## config.mk

```make
export PLATFORM = sky130hd
export DESIGN_NAME = skri_cell
export DESIGN_NICKNAME = d
export VERILOG_FILES = /design/src/hdl/sorted_key_record_insert_defines.svh /design/src/hdl/skri_pkg.sv /design/src/hdl/skri_cell.sv
export SDC_FILE = /design/constraint.sdc
export NUM_CORES = 1
export LEC_CHECK = 0
export ABC_AREA = 1
export ABC_CLOCK_PERIOD_IN_PS = 6050
export BUFFER_PORTS_ARGS = -buffer_cell sky130_fd_sc_hd__buf_2
export CORE_MARGIN = 1.5
export CORE_UTILIZATION = 40
export DETAILED_ROUTE_END_ITERATION = 6
export PLACE_DENSITY = 0.75
export SYNTH_ARGS = -nofsm -noshare
export SYNTH_HDL_FRONTEND = slang
export SYNTH_SLANG_ARGS = --single-unit
```

## constraint.sdc

```tcl
create_clock -name clock -period 6.05 [get_ports clock]
set_input_delay 0.605 -clock clock [delete_from_list [all_inputs] [get_ports clock]]
set_output_delay 0.605 -clock clock [all_outputs]
set_load 0.005 [all_outputs]
```

## src/hdl/sorted_key_record_insert_defines.svh

```systemverilog
// ----------------------------------------------------------------------------
// sorted_key_record_insert_defines.svh
// Assertion macros shared by the sorted key/record node RTL.
// ----------------------------------------------------------------------------
`ifndef SORTED_KEY_RECORD_INSERT_DEFINES_SVH
`define SORTED_KEY_RECORD_INSERT_DEFINES_SVH

// Same-cycle implication, checked on every rising clock edge outside reset.
`define SKRI_ASSERT_NOW(label, clk, rst, ante, cons, msg) \
   label: assert property (@(posedge clk) disable iff (rst) (ante) |-> (cons)) \
      else $error(msg);

// Next-cycle implication.
`define SKRI_ASSERT_NEXT(label, clk, rst, ante, cons, msg) \
   label: assert property (@(posedge clk) disable iff (rst) (ante) |=> (cons)) \
      else $error(msg);

`endif

```

## src/hdl/skri_pkg.sv

```systemverilog
// ----------------------------------------------------------------------------
// skri_pkg
// Types and constants for the sorted key/record node.
// ----------------------------------------------------------------------------
package skri_pkg;

   localparam int SKRI_CAPACITY   = 256;
   localparam int SKRI_GROUP_SIZE = 16;

   typedef struct packed {
      logic signed [31:0] key;
      logic [30:0]        page;
      logic [30:0]        slot;
   } entry_type;

   localparam int ENTRY_W = $bits(entry_type);

   // per-cell control
   typedef struct packed {
      logic ins;
      logic valid;
   } cell_ctl_type;

   typedef enum logic [1:0] {
      ST_OK    = 2'd0,
      ST_FULL  = 2'd1,
      ST_RANGE = 2'd2
   } status_type;

   localparam logic ACT_INSERT = 1'b0;
   localparam logic ACT_READ   = 1'b1;

   typedef enum logic [1:0] {
      S_IDLE,
      S_EXEC,
      S_GATH,
      S_FIN
   } state_type;

endpackage

```

## src/hdl/skri_cell.sv

```systemverilog
// ----------------------------------------------------------------------------
// skri_cell
// One node slot: holds an entry, compares it with the new key and shifts.
// ----------------------------------------------------------------------------
module skri_cell
   import skri_pkg::*;
(
   input  logic         clock,
   input  cell_ctl_type ctl,
   input  entry_type    new_entry,
   input  entry_type    left_entry,
   input  logic         left_lt,
   output entry_type    entry_ff,
   output logic         lt
);

   entry_type entry_in;

   // entry is valid and strictly below the new key
   assign lt = ctl.valid && ($signed(entry_ff.key) < $signed(new_entry.key));

   always_comb begin
      entry_in = entry_ff;
      if (ctl.ins && !lt) begin
         entry_in = left_lt ? new_entry : left_entry;
      end
   end

   always_ff @(posedge clock) begin
      entry_ff <= entry_in;
   end

endmodule

```

### Word-level counts from Yosys, hierarchy flattened

Index checks and enable logic that the tools add are counted.

| storage, ports and cells | value |
|---|---|
| word-level logic and storage cells | 8 |
| register bits after elaboration | 94 |
| input port bits | 192 |
| output and inout bits | 95 |

| operators by class | value |
|---|---|
| $lt $le $gt $ge | 1 |
| mux-type cells | 1 |
| reductions and logical operators | 3 |

Operators by type and width:

| kind | number |
|---|---|
| 94-bit 2-to-1 mux | 1 |
| 32-bit less-than comparator | 1 |
| 1-bit logical AND | 2 |
| 1-bit zero test | 1 |

### Longest topological paths before layout

| logic depth | value |
|---|---|
| depth after elaboration | 4 |
| depth in mapped cells | 15 |
| mapped depth without buffers | 15 |

### Worst setup path after synthesis

No wires, ideal clock.

| timing path | value |
|---|---|
| path kind | input to register |
| start | input new_entry[83] in the netlist's numbering |
| end | register entry_ff[0] in the netlist's numbering, enable pin |
| stages on the path | 11 |
| library setup time | 0.472 ns |
| path slack | 1.552 ns |
| path buffers | 0 |
| arrival time | 4.026 ns |
| required time | 5.578 ns |
| cell sequence | inv_1 -> ha_1 -> a21oi_2 -> nor2_1 -> nor2_2 -> nand3_2 -> a21oi_4 -> nand3_2 -> nand2_2 -> nor2_2 -> nor2_2 |

| on the way | value |
|---|---|
| cells in the longest elaborated chain, start to end | 4 |

Ends and longest elaborated chain:

| element | line | RTL |
|---|---|---|
| start: declaration | skri_cell.sv:10 | `input entry_type new_entry,` |
| 32-bit less-than comparator | skri_cell.sv:20 | `assign lt = ctl.valid && ($signed(entry_ff.key) < $signed(new_entry.key));` |
| 1-bit logical AND | skri_cell.sv:20 |  |
| named net lt | skri_cell.sv:14 | `output logic lt` |
| 1-bit zero test | skri_cell.sv:24 | `if (ctl.ins && !lt) begin` |
| 1-bit logical AND | skri_cell.sv:24 |  |
| end signal: assignment | skri_cell.sv:30 | `entry_ff <= entry_in;` |
| end: declaration | skri_cell.sv:13 | `output entry_type entry_ff,` |

The timed path passes the listed nets, and every way through them passes these cells.
A chain may end at the register's enable or synchronous reset.

### Worst setup path after layout

| timing path | value |
|---|---|
| start | register entry_ff[67] in the netlist's numbering |
| end | register entry_ff[88] in the netlist's numbering, enable pin |

| on the way | value |
|---|---|
| cells in the longest elaborated chain, start to end | 4 |

Ends and longest elaborated chain:

| element | line |
|---|---|
| 32-bit less-than comparator | skri_cell.sv:20 |
| 1-bit logical AND | skri_cell.sv:20 |
| 1-bit zero test | skri_cell.sv:24 |
| 1-bit logical AND | skri_cell.sv:24 |

No other way between the ends.

==> qor.txt <==
Outcome: finished, violations left
Failing checks: design-rule violations
Iter 0 DRT Violations: 176
Crit-path leading delay family: buffers and inverters
Fin util: 57.77%
GRT Util Overall: 20.42%
Netlist cell types: 21
Sw frac: 23.87%
Internal: 0.001297 W
Worst Setup End Kind: flip-flop
Reg2reg start: entry_ff[67]$_DFFE_PP_
Placer Congestion: 0.8224
Vias/cell: 4.785
Starting Density: 41.45%
Net Sw Power: 0.0004066 W
Remaining antenna violation count: 0
Share of layout cells above drive strength 1: 57.92%
Most flops, register: entry_ff
PwrDens: 256.1 nW/µm²
Core area: 11520 µm²
Seq pwr share: 47.7%
Crit-path cells: ha_1 > a21oi_1 > nor2_1 > nor3_2 > nand2_1 > nand2_1 > nand2_1 > nand2_2 > nand3_2 > nand2_2 > nor2_2 > nor2_4 > buf_4
Total negative slack: 0 ps
Detailed Routing Iterations Pass 1: 7
Overflow after GRT: 0
Commonest non-fill, non-tap cell in the layout: buf_2
Final worst-path cycle share: 48.71%
# resized after CTS: 0
Syn Nets: 596
Combinational power share: 16.9%
Vias post-DR: 3866
EDFF count, synth: 94
Largest net degree at the start of global routing: 95
Max-slew violations: 0
Initial antenna violation count: 3
Clock Sinks: 94
Num ports: 287
Mapped Area: 4773 µm²
Hold buffer count at cts: 0
Hpwl dp: 9952 µm
Top flop regs: entry_ff: 94 flops
Highest-count cells in the layout ignoring fill and taps: buf_2 (285), edfxtp_1 (94), mux2_2 (63)
Final hold vios: 0
Row cnt: 39
Finish-stage setup viols: 0
Placed cell area: 6335 µm²
Buffers on Ports: 286
Reg clk slew, reported paths: 70 ps
H-Tree Depth: 3
Vias in the first global route: 4150
Global-route wire length before repair: 19840 µm
Cell count along the critical path: 13
Synthesis Warnings: 0
Worst setup startpoint: entry_ff[67]$_DFFE_PP_
RSZ-0062 raised after global routing: no
Max reg flops: 94
Min-delay src: left_entry[14]
Placed cells: 790
WL per Instance: 15.80 µm
CTS tree: done
Clock skew: 6.823 ps
Sequential area share after synthesis: 59.13%
Min-delay worst type: in2reg
CP bufs+invs: 1
Minimum clock period: 2947 ps
Worst Max-Slew Pin Slew: 1238 ps
Die width: 112.2 µm
FMAX: 339.3 MHz
Cells after Synth: 373
Slew margin rel.: 17.47%
Avg Synthesized Cell Area: 12.80 µm²
Root buffer cell: clkbuf_16
Post-Route WL: 12770 µm
R2r endpoint: entry_ff[88]$_DFFE_PP_
Post-synth top flop: edfxtp_1
Number of standard cells in the final layout excluding fillers: 808
Die H: 112.2 µm
Worst EP required: 6000 ps
Cell repeated most along the worst path: nand2_1
Max stage delay on crit path: 870 ps
R2r worst-path depth: 13
Area Growth Syn to Fin: 39.37%
Worst vdd ir: 148.7 µV
Fill cells: 987
Post-route DRC: 10
Post-synthesis async set-or-reset flop share: 0%
Reg-to-reg slack, setup: 3100 ps
Startpoint types: flip-flop
Setup Crit Path Kind: reg2reg
Total of max-cap violations: 0
CP Capture Point: entry_ff[88]$_DFFE_PP_
Yosys reg bits: 94
Leak: 3.145 nW
Worst-path fanout max: 94
Clock power frac: 35.4%
Slowest stage cell, crit path: buf_4
Clock Path Buffers: 2
Total CTS buffers: 9
Clk_lat worst skew: 340 ps
Die area: 12600 µm²
Post CTS Setup Buffer Count: 0
Design area: 6653 µm²
Nets: 881
CP arrival: 2900 ps
-- synth_stat cells (3+ instances only) --
master,instances,area (µm²)
mux2_2,63,709.4
nor2_1,37,138.9
buf_2,12,60.06
nand3_2,3,30.03
nor2_2,6,37.54
a21oi_2,3,26.28
a21oi_1,42,210.2
inv_1,40,150.1
nand2_1,28,105.1
edfxtp_1,94,2823
ha_1,31,387.9
-- worst register-to-register path: stages, from the launching register on --
cell and delay (ps):
edfxtp_1 410, ha_1 310, a21oi_1 160, nor2_1 70, nor3_2 110, nand2_1 80
nand2_1 60, nand2_1 60, nand2_2 80, nand3_2 60, nand2_2 60, nor2_2 50
nor2_4 70, buf_4 870
-- metal layers --
| layer | vias up | GRT usage [%] | part of all wire, % |
|---|---|---|---|
| met1 | 1773 | 20.18 | 34 |
| met3 | 33 | 8.963 | 10 |
| li1 | 1892 | - | - |
| met5 | - | 0 | 0.13 |
| met2 | 166 | 36.69 | 52 |
| met4 | 2 | 9.705 | 3.3 |
-- kinds of logic (layout without fill, tap and decap cells) --
| logic type | Yosys count | in the layout | share of synthesized area [%] |
|---|---|---|---|
| compound gates | 50 | 50 | 5.714 |
| mux | 63 | 63 | 14.86 |
| flops | 94 | 94 | 59.14 |
| simple gates | 80 | 80 | 7.444 |
| other cells | 0 | 2 | 0 |
| fa+ha+maj | 31 | 31 | 8.126 |
| buf+inv | 55 | 345 | 4.718 |
-- how the worst min path moves through the flow --
stage | endpoint | slack (ps) | cells past startpoint
6_report | entry_ff[14]$_DFFE_PP_ | 560 | 2
5_1_grt | entry_ff[44]$_DFFE_PP_ | 550 | 2
4_1_cts | entry_ff[23]$_DFFE_PP_ | 550 | 2
3_5_place_dp | entry_ff[6]$_DFFE_PP_ | 910 | 2
3_3_place_gp | entry_ff[12]$_DFFE_PP_ | 900 | 2
2_1_floorplan | entry_ff[0]$_DFFE_PP_ | 820 | 1
-- through the flow --
step / total power (W) / hold WS (ps) / setup slack (ps)
global placement: 0.001108 / 904.6 / 2858
finish: 0.001703 / 560.6 / 3103
CTS: 0.001723 / 551.2 / 3080
detailed placement: 0.001119 / 910.1 / 2761
global route: 0.001780 / 550.0 / 2887
floorplan: 0.0009714 / 824.8 / 1552
-- final cells by class --
class | instances | area (µm²) | share of cell area, %
Sequential cell | 94 | 2823 | 42.43
Multi-Input combinational cell | 224 | 1730 | 26.01
Timing Repair Buffer | 288 | 1449 | 21.78
Clock buffer | 9 | 225.2 | 3.385
Tap cell | 143 | 178.9 | 2.689
Inverter | 41 | 153.9 | 2.313
Clock inverter | 7 | 87.58 | 1.317
Antenna cell | 2 | 5.005 | 0.07523
-- power by group through the flow --
stage	combinational [W]	sequential, W	clock, W
finish	0.000288	0.000812	0.000603
global route	0.000326	0.000818	0.000636
CTS	0.000294	0.000812	0.000616
detailed placement	0.000293	0.000825	0
global placement	0.000285	0.000822	0
floorplan	0.000137	0.000834	0
Power figures use the tool's default switching activity.
