===== src/hdl/sorted_key_record_insert_defines.svh =====
// ----------------------------------------------------------------------------
// sorted_key_record_insert_defines.svh
// Assertion macros shared by the sorted key/record node RTL.
// ----------------------------------------------------------------------------
`ifndef SORTED_KEY_RECORD_INSERT_DEFINES_SVH
`define SORTED_KEY_RECORD_INSERT_DEFINES_SVH

// Same-cycle implication, checked on every rising clock edge outside reset.
`define SKRI_ASSERT_NOW(label, clk, rst, ante, cons, msg) \
   label: assert property (@(posedge clk) disable iff (rst) (ante) |-> (cons)) \
      else $error(msg);

// Next-cycle implication.
`define SKRI_ASSERT_NEXT(label, clk, rst, ante, cons, msg) \
   label: assert property (@(posedge clk) disable iff (rst) (ante) |=> (cons)) \
      else $error(msg);

`endif


===== src/hdl/skri_pkg.sv =====
// ----------------------------------------------------------------------------
// skri_pkg
// Types and constants for the sorted key/record node.
// ----------------------------------------------------------------------------
package skri_pkg;

   localparam int SKRI_CAPACITY   = 256;
   localparam int SKRI_GROUP_SIZE = 16;

   typedef struct packed {
      logic signed [31:0] key;
      logic [30:0]        page;
      logic [30:0]        slot;
   } entry_type;

   localparam int ENTRY_W = $bits(entry_type);

   // per-cell control
   typedef struct packed {
      logic ins;
      logic valid;
   } cell_ctl_type;

   typedef enum logic [1:0] {
      ST_OK    = 2'd0,
      ST_FULL  = 2'd1,
      ST_RANGE = 2'd2
   } status_type;

   localparam logic ACT_INSERT = 1'b0;
   localparam logic ACT_READ   = 1'b1;

   typedef enum logic [1:0] {
      S_IDLE,
      S_EXEC,
      S_GATH,
      S_FIN
   } state_type;

endpackage


===== src/hdl/skri_gather.sv =====
// ----------------------------------------------------------------------------
// skri_gather
// Registered one-hot select: ORs together the payloads whose hit is set.
// ----------------------------------------------------------------------------
module skri_gather
   import skri_pkg::*;
#(
   parameter int N = SKRI_GROUP_SIZE,
   parameter int W = ENTRY_W
) (
   input  logic                clock,
   input  logic                reset,
   input  logic                en,
   input  logic [N-1:0]        hit,
   input  logic [N-1:0][W-1:0] data,
   output logic                hit_ff,
   output logic [W-1:0]        data_ff
);

   logic         hit_in;
   logic [W-1:0] data_in;

   always_comb begin
      hit_in  = hit_ff;
      data_in = data_ff;
      if (en) begin
         hit_in  = |hit;
         data_in = '0;
         for (int n = 0; n < N; n++) begin
            data_in = data_in | (data[n] & {W{hit[n]}});
         end
      end
   end

   always_ff @(posedge clock) begin
      if (reset) begin
         hit_ff <= 1'b0;
      end else begin
         hit_ff <= hit_in;
      end
      data_ff <= data_in;
   end

endmodule

===== config.mk =====
export PLATFORM = sky130hd
export DESIGN_NAME = skri_gather
export DESIGN_NICKNAME = d
export VERILOG_FILES = /design/src/hdl/sorted_key_record_insert_defines.svh /design/src/hdl/skri_pkg.sv /design/src/hdl/skri_gather.sv
export SDC_FILE = /design/constraint.sdc
export NUM_CORES = 1
export LEC_CHECK = 0
export BUFFER_PORTS_ARGS = -buffer_cell sky130_fd_sc_hd__buf_2
export CORE_AREA = 2 2 625 627
export DETAILED_ROUTE_END_ITERATION = 6
export DIE_AREA = 0 0 627 629
export GPL_TIMING_DRIVEN = 0
export HOLD_SLACK_MARGIN = 0.08
export MAX_ROUTING_LAYER = met4
export PLACE_DENSITY_LB_ADDON = 0.12
export SETUP_SLACK_MARGIN = 0.1
export SLEW_MARGIN = 10
export SYNTH_ARGS = -nofsm -noshare
export SYNTH_HDL_FRONTEND = slang
export SYNTH_SLANG_ARGS = --single-unit

===== constraint.sdc =====
create_clock -name clock -period 1.7 [get_ports clock]
set_clock_uncertainty 0.15 [all_clocks]
set_input_delay 0.085 -clock clock [delete_from_list [all_inputs] [get_ports clock]]
set_output_delay 0.085 -clock clock [all_outputs]
set_load 0.01 [all_outputs]

# Word-level counts from Yosys, hierarchy flattened
# Cells that the tools add are included.
# word_totals
regBits	95
inputBits	1523
output_inout_bits	95
word_cells	34
# classes
bitwise_logic	31
reduce_logical	1
# ops
op	n
bitwise AND 94 bit	16
bitwise OR 94 bit	15
OR reduction 16 bit	1

# Logic depth before layout (Yosys ltp)
# Gate-level depths: netlist (run 1).
# depth
depth_word	16
ltp_mapped	6

# Least setup slack after synthesis (run 1)
# Ideal clock, no wire load.
# synth_path
kind	input -> register
startpoint	in hit[10]
endpoint	reg data_ff[26], data pin
t_arrival_ns	0.950
required_time_ns	1.277
setup_slack_ns	0.327
stages	6
n_path_buf	3
path_cell_list	buf_2 buf_6 buf_6 a22o_1 a221oi_1 nand4_1
# synth_between
elab_chain_len	7
# synth_lines
item	line_no	rtl
start, declared	skri_gather.sv:14	input logic [N-1:0] hit,
bitwise AND 94 bit	skri_gather.sv:30	data_in = data_in | (data[n] & {W{hit[n]}});
bitwise OR 94 bit (6 in series)	skri_gather.sv:30	
end signal, assigned	skri_gather.sv:41	data_ff <= data_in;
end, declared	skri_gather.sv:17	output logic [W-1:0] data_ff
# Every way passes these cells.
# A chain may end at the register's enable or synchronous reset.

# Worst setup path after layout (run 1)
# layout_path
startpoint	in hit[0]
endpoint	reg data_ff[60], data pin
# layout_between
elab_chain_len	16
# layout_lines
item	line_no
bitwise AND 94 bit	skri_gather.sv:30
bitwise OR 94 bit (15 in series)	skri_gather.sv:30
# Every way passes these cells.

==> run summary, run 1 <==
Crit path from - hit[0]
First-pass GRT wire length - 472 mm
Largest buffer count on any clock path - 3
Fin worst setup slack - -2.53 ps
Kind of critical path - input port to flip-flop
Max frequency - 587 MHz
Root Driver - clkbuf_16
Status - finished with violations
Reg-to-reg endpoint - hit_ff
Final Hold Fails - 0
Slew @ Worst Pin - 758 ps
Rows - 229
DP Cell Count - 7972
Pwr/cell area - 417 mW/mm2
Fin crit share - 100%
Die Width - 627 um
Avg WL per Cell - 42.2 um
Leakage - 18.0 nW
Unique cell type count in the Yosys netlist - 14
Die Footprint - 0.394 mm2
Mapped Avg Cell Area - 10.3 um2
RSZ-0062 raised after global routing - true
Worst Setup End Kind - flip-flop
CTS sink cnt - 95
Failing checks - setup timing
Tot Pwr - 0.0188 W
Yosys warnings - 0
Mapped Area - 0.0116 mm2
Synth-to-Final Area Change - 288%
Register area share after synthesis - 24.5%
Final WL - 408 mm
Flops & latches, synth - 95
Vias/cell - 2.98
Place WS - -1800 ps
Initial Utilization - 2.99%
IO Port Bufs - 1601
Share of cells above drive strength 1 - 49.8%
CTS tree - done
Initial antenna violation count - 379
CP required - 1770 ps
Hold endpoint - data_ff[48]
Die H - 629 um
Clock transition at path regs - 100 ps
All-layer global routing usage - 20.5%
Hold Crit Start - data[1458]
DRC - 0
Peak VDD IR - 0.482 mV
Post-Synthesis Cells - 1124
Vias post-DR - 28.8k
Mapped Nets - 2647
Clock Latency Late Sink - 560 ps
Max cap viols - 0
Hold WC Path Type - input port to flip-flop
Post-route ant nets - 0
Reg2Reg Setup Slack - 350 ps
Most common library cell in the layout ignoring fill and taps - buf_2
Fin nets - 5749
Min Tclk post-route - 1700 ps
Worst slew margin - 49.5%
Placer Congestion - 0.836
CP max FO - 5
Highest-count cells in the layout ignoring fill and taps - 1611 x buf_2, 1380 x dlygate4sd3_1, 359 x a22o_1
Slew Viols, Final - 0
Setup Viol. Count Final - 1
CTS buffer count - 13
Grt ovf - 0
I/O pin cnt - 1618
Post-route insts no fill - 9650
Drt pass-1 iters - 5
Initial DRC count - 2137
H-tree Lvls - 3
Cells on Worst Hold Path - 4
Crit Reg-Reg Startpoint - hit_ff
Core area - 0.388 mm2
Vias in the first global route - 30.4k
Post-DP HPWL - 357 mm
Largest net degree at the start of global routing - 46
CP arrival - 1780 ps
Worst R2R Path Depth - 3
Element type at the critical path start - input port
-- worst max path at each step --
stage / end / cells past startpoint
after floorplan: data_ff[26] / 6
after global placement: data_ff[80] / 5
after detailed placement: data_ff[71] / 5
after CTS: data_ff[90] / 5
after global routing: data_ff[90] / 8
final: data_ff[60] / 8
-- registers in the layout, indices dropped and copies added (netlist names) --
signal,cells
data_ff,94
hit_ff,1
-- final cells by class --
class | count | area, um2
Antenna cell | 225 | 563
Buffer | 175 | 1840
Clock buffer | 14 | 329
Clock inverter | 3 | 43.8
Fill cell | 44905 | 343000
Multi-Input combinational cell | 853 | 9370
Sequential cell | 95 | 2840
Tap cell | 5197 | 6500
Timing Repair Buffer | 3088 | 23500
-- cells by family (layout without fill, tap and decap cells) --
logic type | Yosys count | count (layout) | synth area share (%)
AOI/OAI and AO/OA | 753 | 753 | 61.5
buffers and inverters | 176 | 3280 | 8.55
DFF | 95 | 95 | 24.5
other | 0 | 225 | 0
and+or+nand+nor | 100 | 100 | 5.39
-- what timing repair did --
action / 4_1_cts / 5_1_grt
setup buffers: 36 / 0
endpoints found under the setup margin: 99 / 46
endpoints found under the hold margin: 146 / 37
gates resized for setup: 394 / 63
gates cloned: 1 / 0
pin swaps: 39 / 29
hold buffers: 1385 / 15
-- worst max-delay path: stages --
cell and delay [ps]:
clkbuf_16 130, buf_16 150, buf_16 170, buf_16 150, buf_4 200, a22o_1 260, a221oi_4 260, nand4_1 320
-- power by group --
| group | internal (W) | total, W | switching [W] | leakage [nW] |
|---|---|---|---|---|
| Combinational | 0.00540 | 0.0125 | 0.00707 | 16.8 |
| Sequential | 0.00270 | 0.00275 | 0.0000458 | 0.956 |
| Clock | 0.00157 | 0.00357 | 0.00200 | 0.185 |
| Total | 0.00966 | 0.0188 | 0.00911 | 18.0 |
-- routing by layer --
| layer | global-route usage, % | wire [um] |
|---|---|---|
| met3 | 5.40 | 32300 |
| met5 | - | 0 |
| met1 | 23.6 | 162000 |
| met4 | 3.11 | 8370 |
| met2 | 36.0 | 204000 |
-- cells in the mapped netlist, drive strengths merged --
| master | count | area (um2) |
|---|---|---|
| edfxtp | 94 | 2820 |
| nand4 | 94 | 588 |
| a211oi | 1 | 7.51 |
| clkbuf | 71 | 267 |
| buf | 105 | 726 |
| nor2 | 1 | 3.75 |
| nor4 | 4 | 25.0 |
| a221oi | 376 | 3840 |
| a22o | 376 | 3290 |
| and4 | 1 | 8.76 |
| dfxtp | 1 | 20.0 |
-- through the flow --
step           utilization (%)  area [um2]  TNS, ps  hold slack (ps)
2_1_floorplan                -       11600        0             7.76
3_3_place_gp              6.74       26100  -438360              100
3_5_place_dp              7.02       27200  -129510             99.8
4_1_cts                   11.3       43900     -133             -446
5_1_grt                   11.6       44900        0            -17.0
6_report                  11.6       45000    -2.53             23.1
Note: power is estimated with default switching activity, not from simulation.
==> inputs of run 2 (changes only) <==
- RECOVER_POWER: unset -> 25
==> run 2 against run 1 <==
Fmax about the same. Largest cell class unchanged. Utilization hardly changed. The flow still finishes with violations (setup timing). Sequential power about the same.
==> run summary, run 2 (synthesized netlist as in run 1, its figures left out) <==
Vias/cell - 2.98
Slew @ Worst Pin - 954 ps
Avg WL per Cell - 42.2 um
Reg-to-reg endpoint - hit_ff
Final-layout fill cell count - 44.9k
Final WL - 408 mm
Largest net degree at the start of global routing - 46
Pwr/cell area - 417 mW/mm2
Post-DP HPWL - 357 mm
Drt pass-1 iters - 5
Worst Setup End Kind - flip-flop
Register area - 0.00284 mm2
Clock power share - 19.0%
First-pass GRT wire length - 472 mm
Vias in the first global route - 30.4k
Top flop regs - data_ff: 94 flops, hit_ff: 1 flops
Hold endpoint - data_ff[48]
Placer Congestion - 0.836
Min Tclk post-route - 1700 ps
Reg2Reg Setup Slack - 350 ps
Leakage - 17.9 nW
Largest buffer count on any clock path - 3
Dpl cell area - 0.0272 mm2
IO Port Bufs - 1601
Synth-to-Final Area Change - 287%
Fin nets - 5749
Vias post-DR - 28.8k
Initial DRC count - 2129
Cells on Worst Hold Path - 4
Max reg flops - 94
Status - finished with violations
Element type at the critical path start - input port
Setup Viol. Count Final - 1
Grt ovf - 0
Fin worst setup slack - -2.54 ps
Sw Pwr - 0.00910 W
Slew Viols, Final - 0
CP max FO - 5
Share of cells above drive strength 1 - 49.8%
Hold Crit Start - data[1458]
Most common library cell in the layout ignoring fill and taps - buf_2
Internal power - 0.00964 W
Area of the multi-input gates - 0.00937 mm2
Setup TNS - -2.54 ps
Post-route ant nets - 0
CP arrival - 1780 ps
Highest-count cells in the layout ignoring fill and taps - 1611 x buf_2, 1380 x dlygate4sd3_1, 359 x a22o_1
Core area - 0.388 mm2
All-layer global routing usage - 20.5%
Final Hold Fails - 0
Crit Reg-Reg Startpoint - hit_ff
I/O pin cnt - 1618
Clock transition at path regs - 100 ps
Rows - 229
CTS buffer count - 13
Flop pwr share - 14.7%
Hold WC Path Type - input port to flip-flop
Post-route insts no fill - 9649
DRC - 0
Max frequency - 587 MHz
Worst R2R Path Depth - 3
CTS sink cnt - 95
Max cap viols - 0
Die Footprint - 0.394 mm2
Worst slew margin - 36.4%
H-tree Lvls - 3
Fin crit share - 100%
Clock Latency Late Sink - 560 ps
Most flops, register - data_ff
Hold_ws - 23.1 ps
CP required - 1770 ps
Root Driver - clkbuf_16
Die Width - 627 um
Initial antenna violation count - 379
Initial Utilization - 2.99%
CTS tree - done
Util after Layout - 11.6%
DP Cell Count - 7972
Finished Cell Area - 0.0449 mm2
RSZ-0062 raised after global routing - true
Switching share of power - 48.6%
Failing checks - setup timing
Die H - 629 um
Kind of critical path - input port to flip-flop
Comb pwr share - 66.3%
Peak VDD IR - 0.482 mV
## run 2: cell count changes in the layout (fill, tap and decap cells not counted)
cell,change
buf_16,-4
clkbuf_4,+2
buf_6,+1
clkbuf_1,+1
diode_2,-1
## run 2: cell type report
cell class              count  share of cell area [%]
well taps                5197                    14.5
clock buffers              14                   0.733
multi-input cells         853                    20.9
plain buffers             175                    4.10
diodes                    224                    1.25
flip-flops and latches     95                    6.33
repair buffers           3088                    52.2
clock inverters             3                  0.0975
## run 2: routing by layer
metal / share of wire [%] / routed length (um) / GRT usage, %
met1: 40 / 163000 / 23.6
met3: 7.9 / 32100 / 5.40
met2: 50 / 204000 / 36.0
met4: 2.1 / 8370 / 3.11
met5: 0 / 0 / -
## run 2: how the worst max path moves through the flow
stage / start / to / slack (ps) / depth (start not counted)
3_3_place_gp: hit[5] / data_ff[80] / -3470 / 5
5_1_grt: en / data_ff[74] / 50 / 5
2_1_floorplan: hit[10] / data_ff[26] / 330 / 6
6_report: hit[0] / data_ff[60] / -3 / 8
3_5_place_dp: hit[2] / data_ff[71] / -1800 / 5
4_1_cts: hit[15] / data_ff[90] / -50 / 5
## run 2: metrics by stage
stage,worst slack [ps],power (W)
after floorplan,327,0.00477
after global routing,54.0,0.0196
final,-2.54,0.0187
after global placement,-3470,0.0110
after CTS,-48.3,0.0194
after detailed placement,-1800,0.0113
## run 2: power groups by stage
stage | combinational (W) | clock [W] | sequential, W
floorplan | 0.00190 | 0 | 0.00287
global placement | 0.00822 | 0 | 0.00282
detailed placement | 0.00852 | 0 | 0.00280
CTS | 0.0127 | 0.00396 | 0.00275
global route | 0.0130 | 0.00389 | 0.00276
finish | 0.0124 | 0.00357 | 0.00275
## run 2: timing repair
| action | CTS | global route |
|---|---|---|
| cloned | 1 | 0 |
| resized for setup | 394 | 63 |
| pin swaps | 39 | 29 |
| hold buffers | 1385 | 15 |
| endpoints found under the setup margin | 99 | 46 |
| setup buffers | 36 | 0 |
| endpoints found under the hold margin | 146 | 37 |
## run 2: critical path, cell delays in order
cell	delay, ps
clkbuf_16	130
buf_16	150
buf_16	170
buf_16	150
buf_4	200
a22o_1	260
a221oi_4	260
nand4_1	320
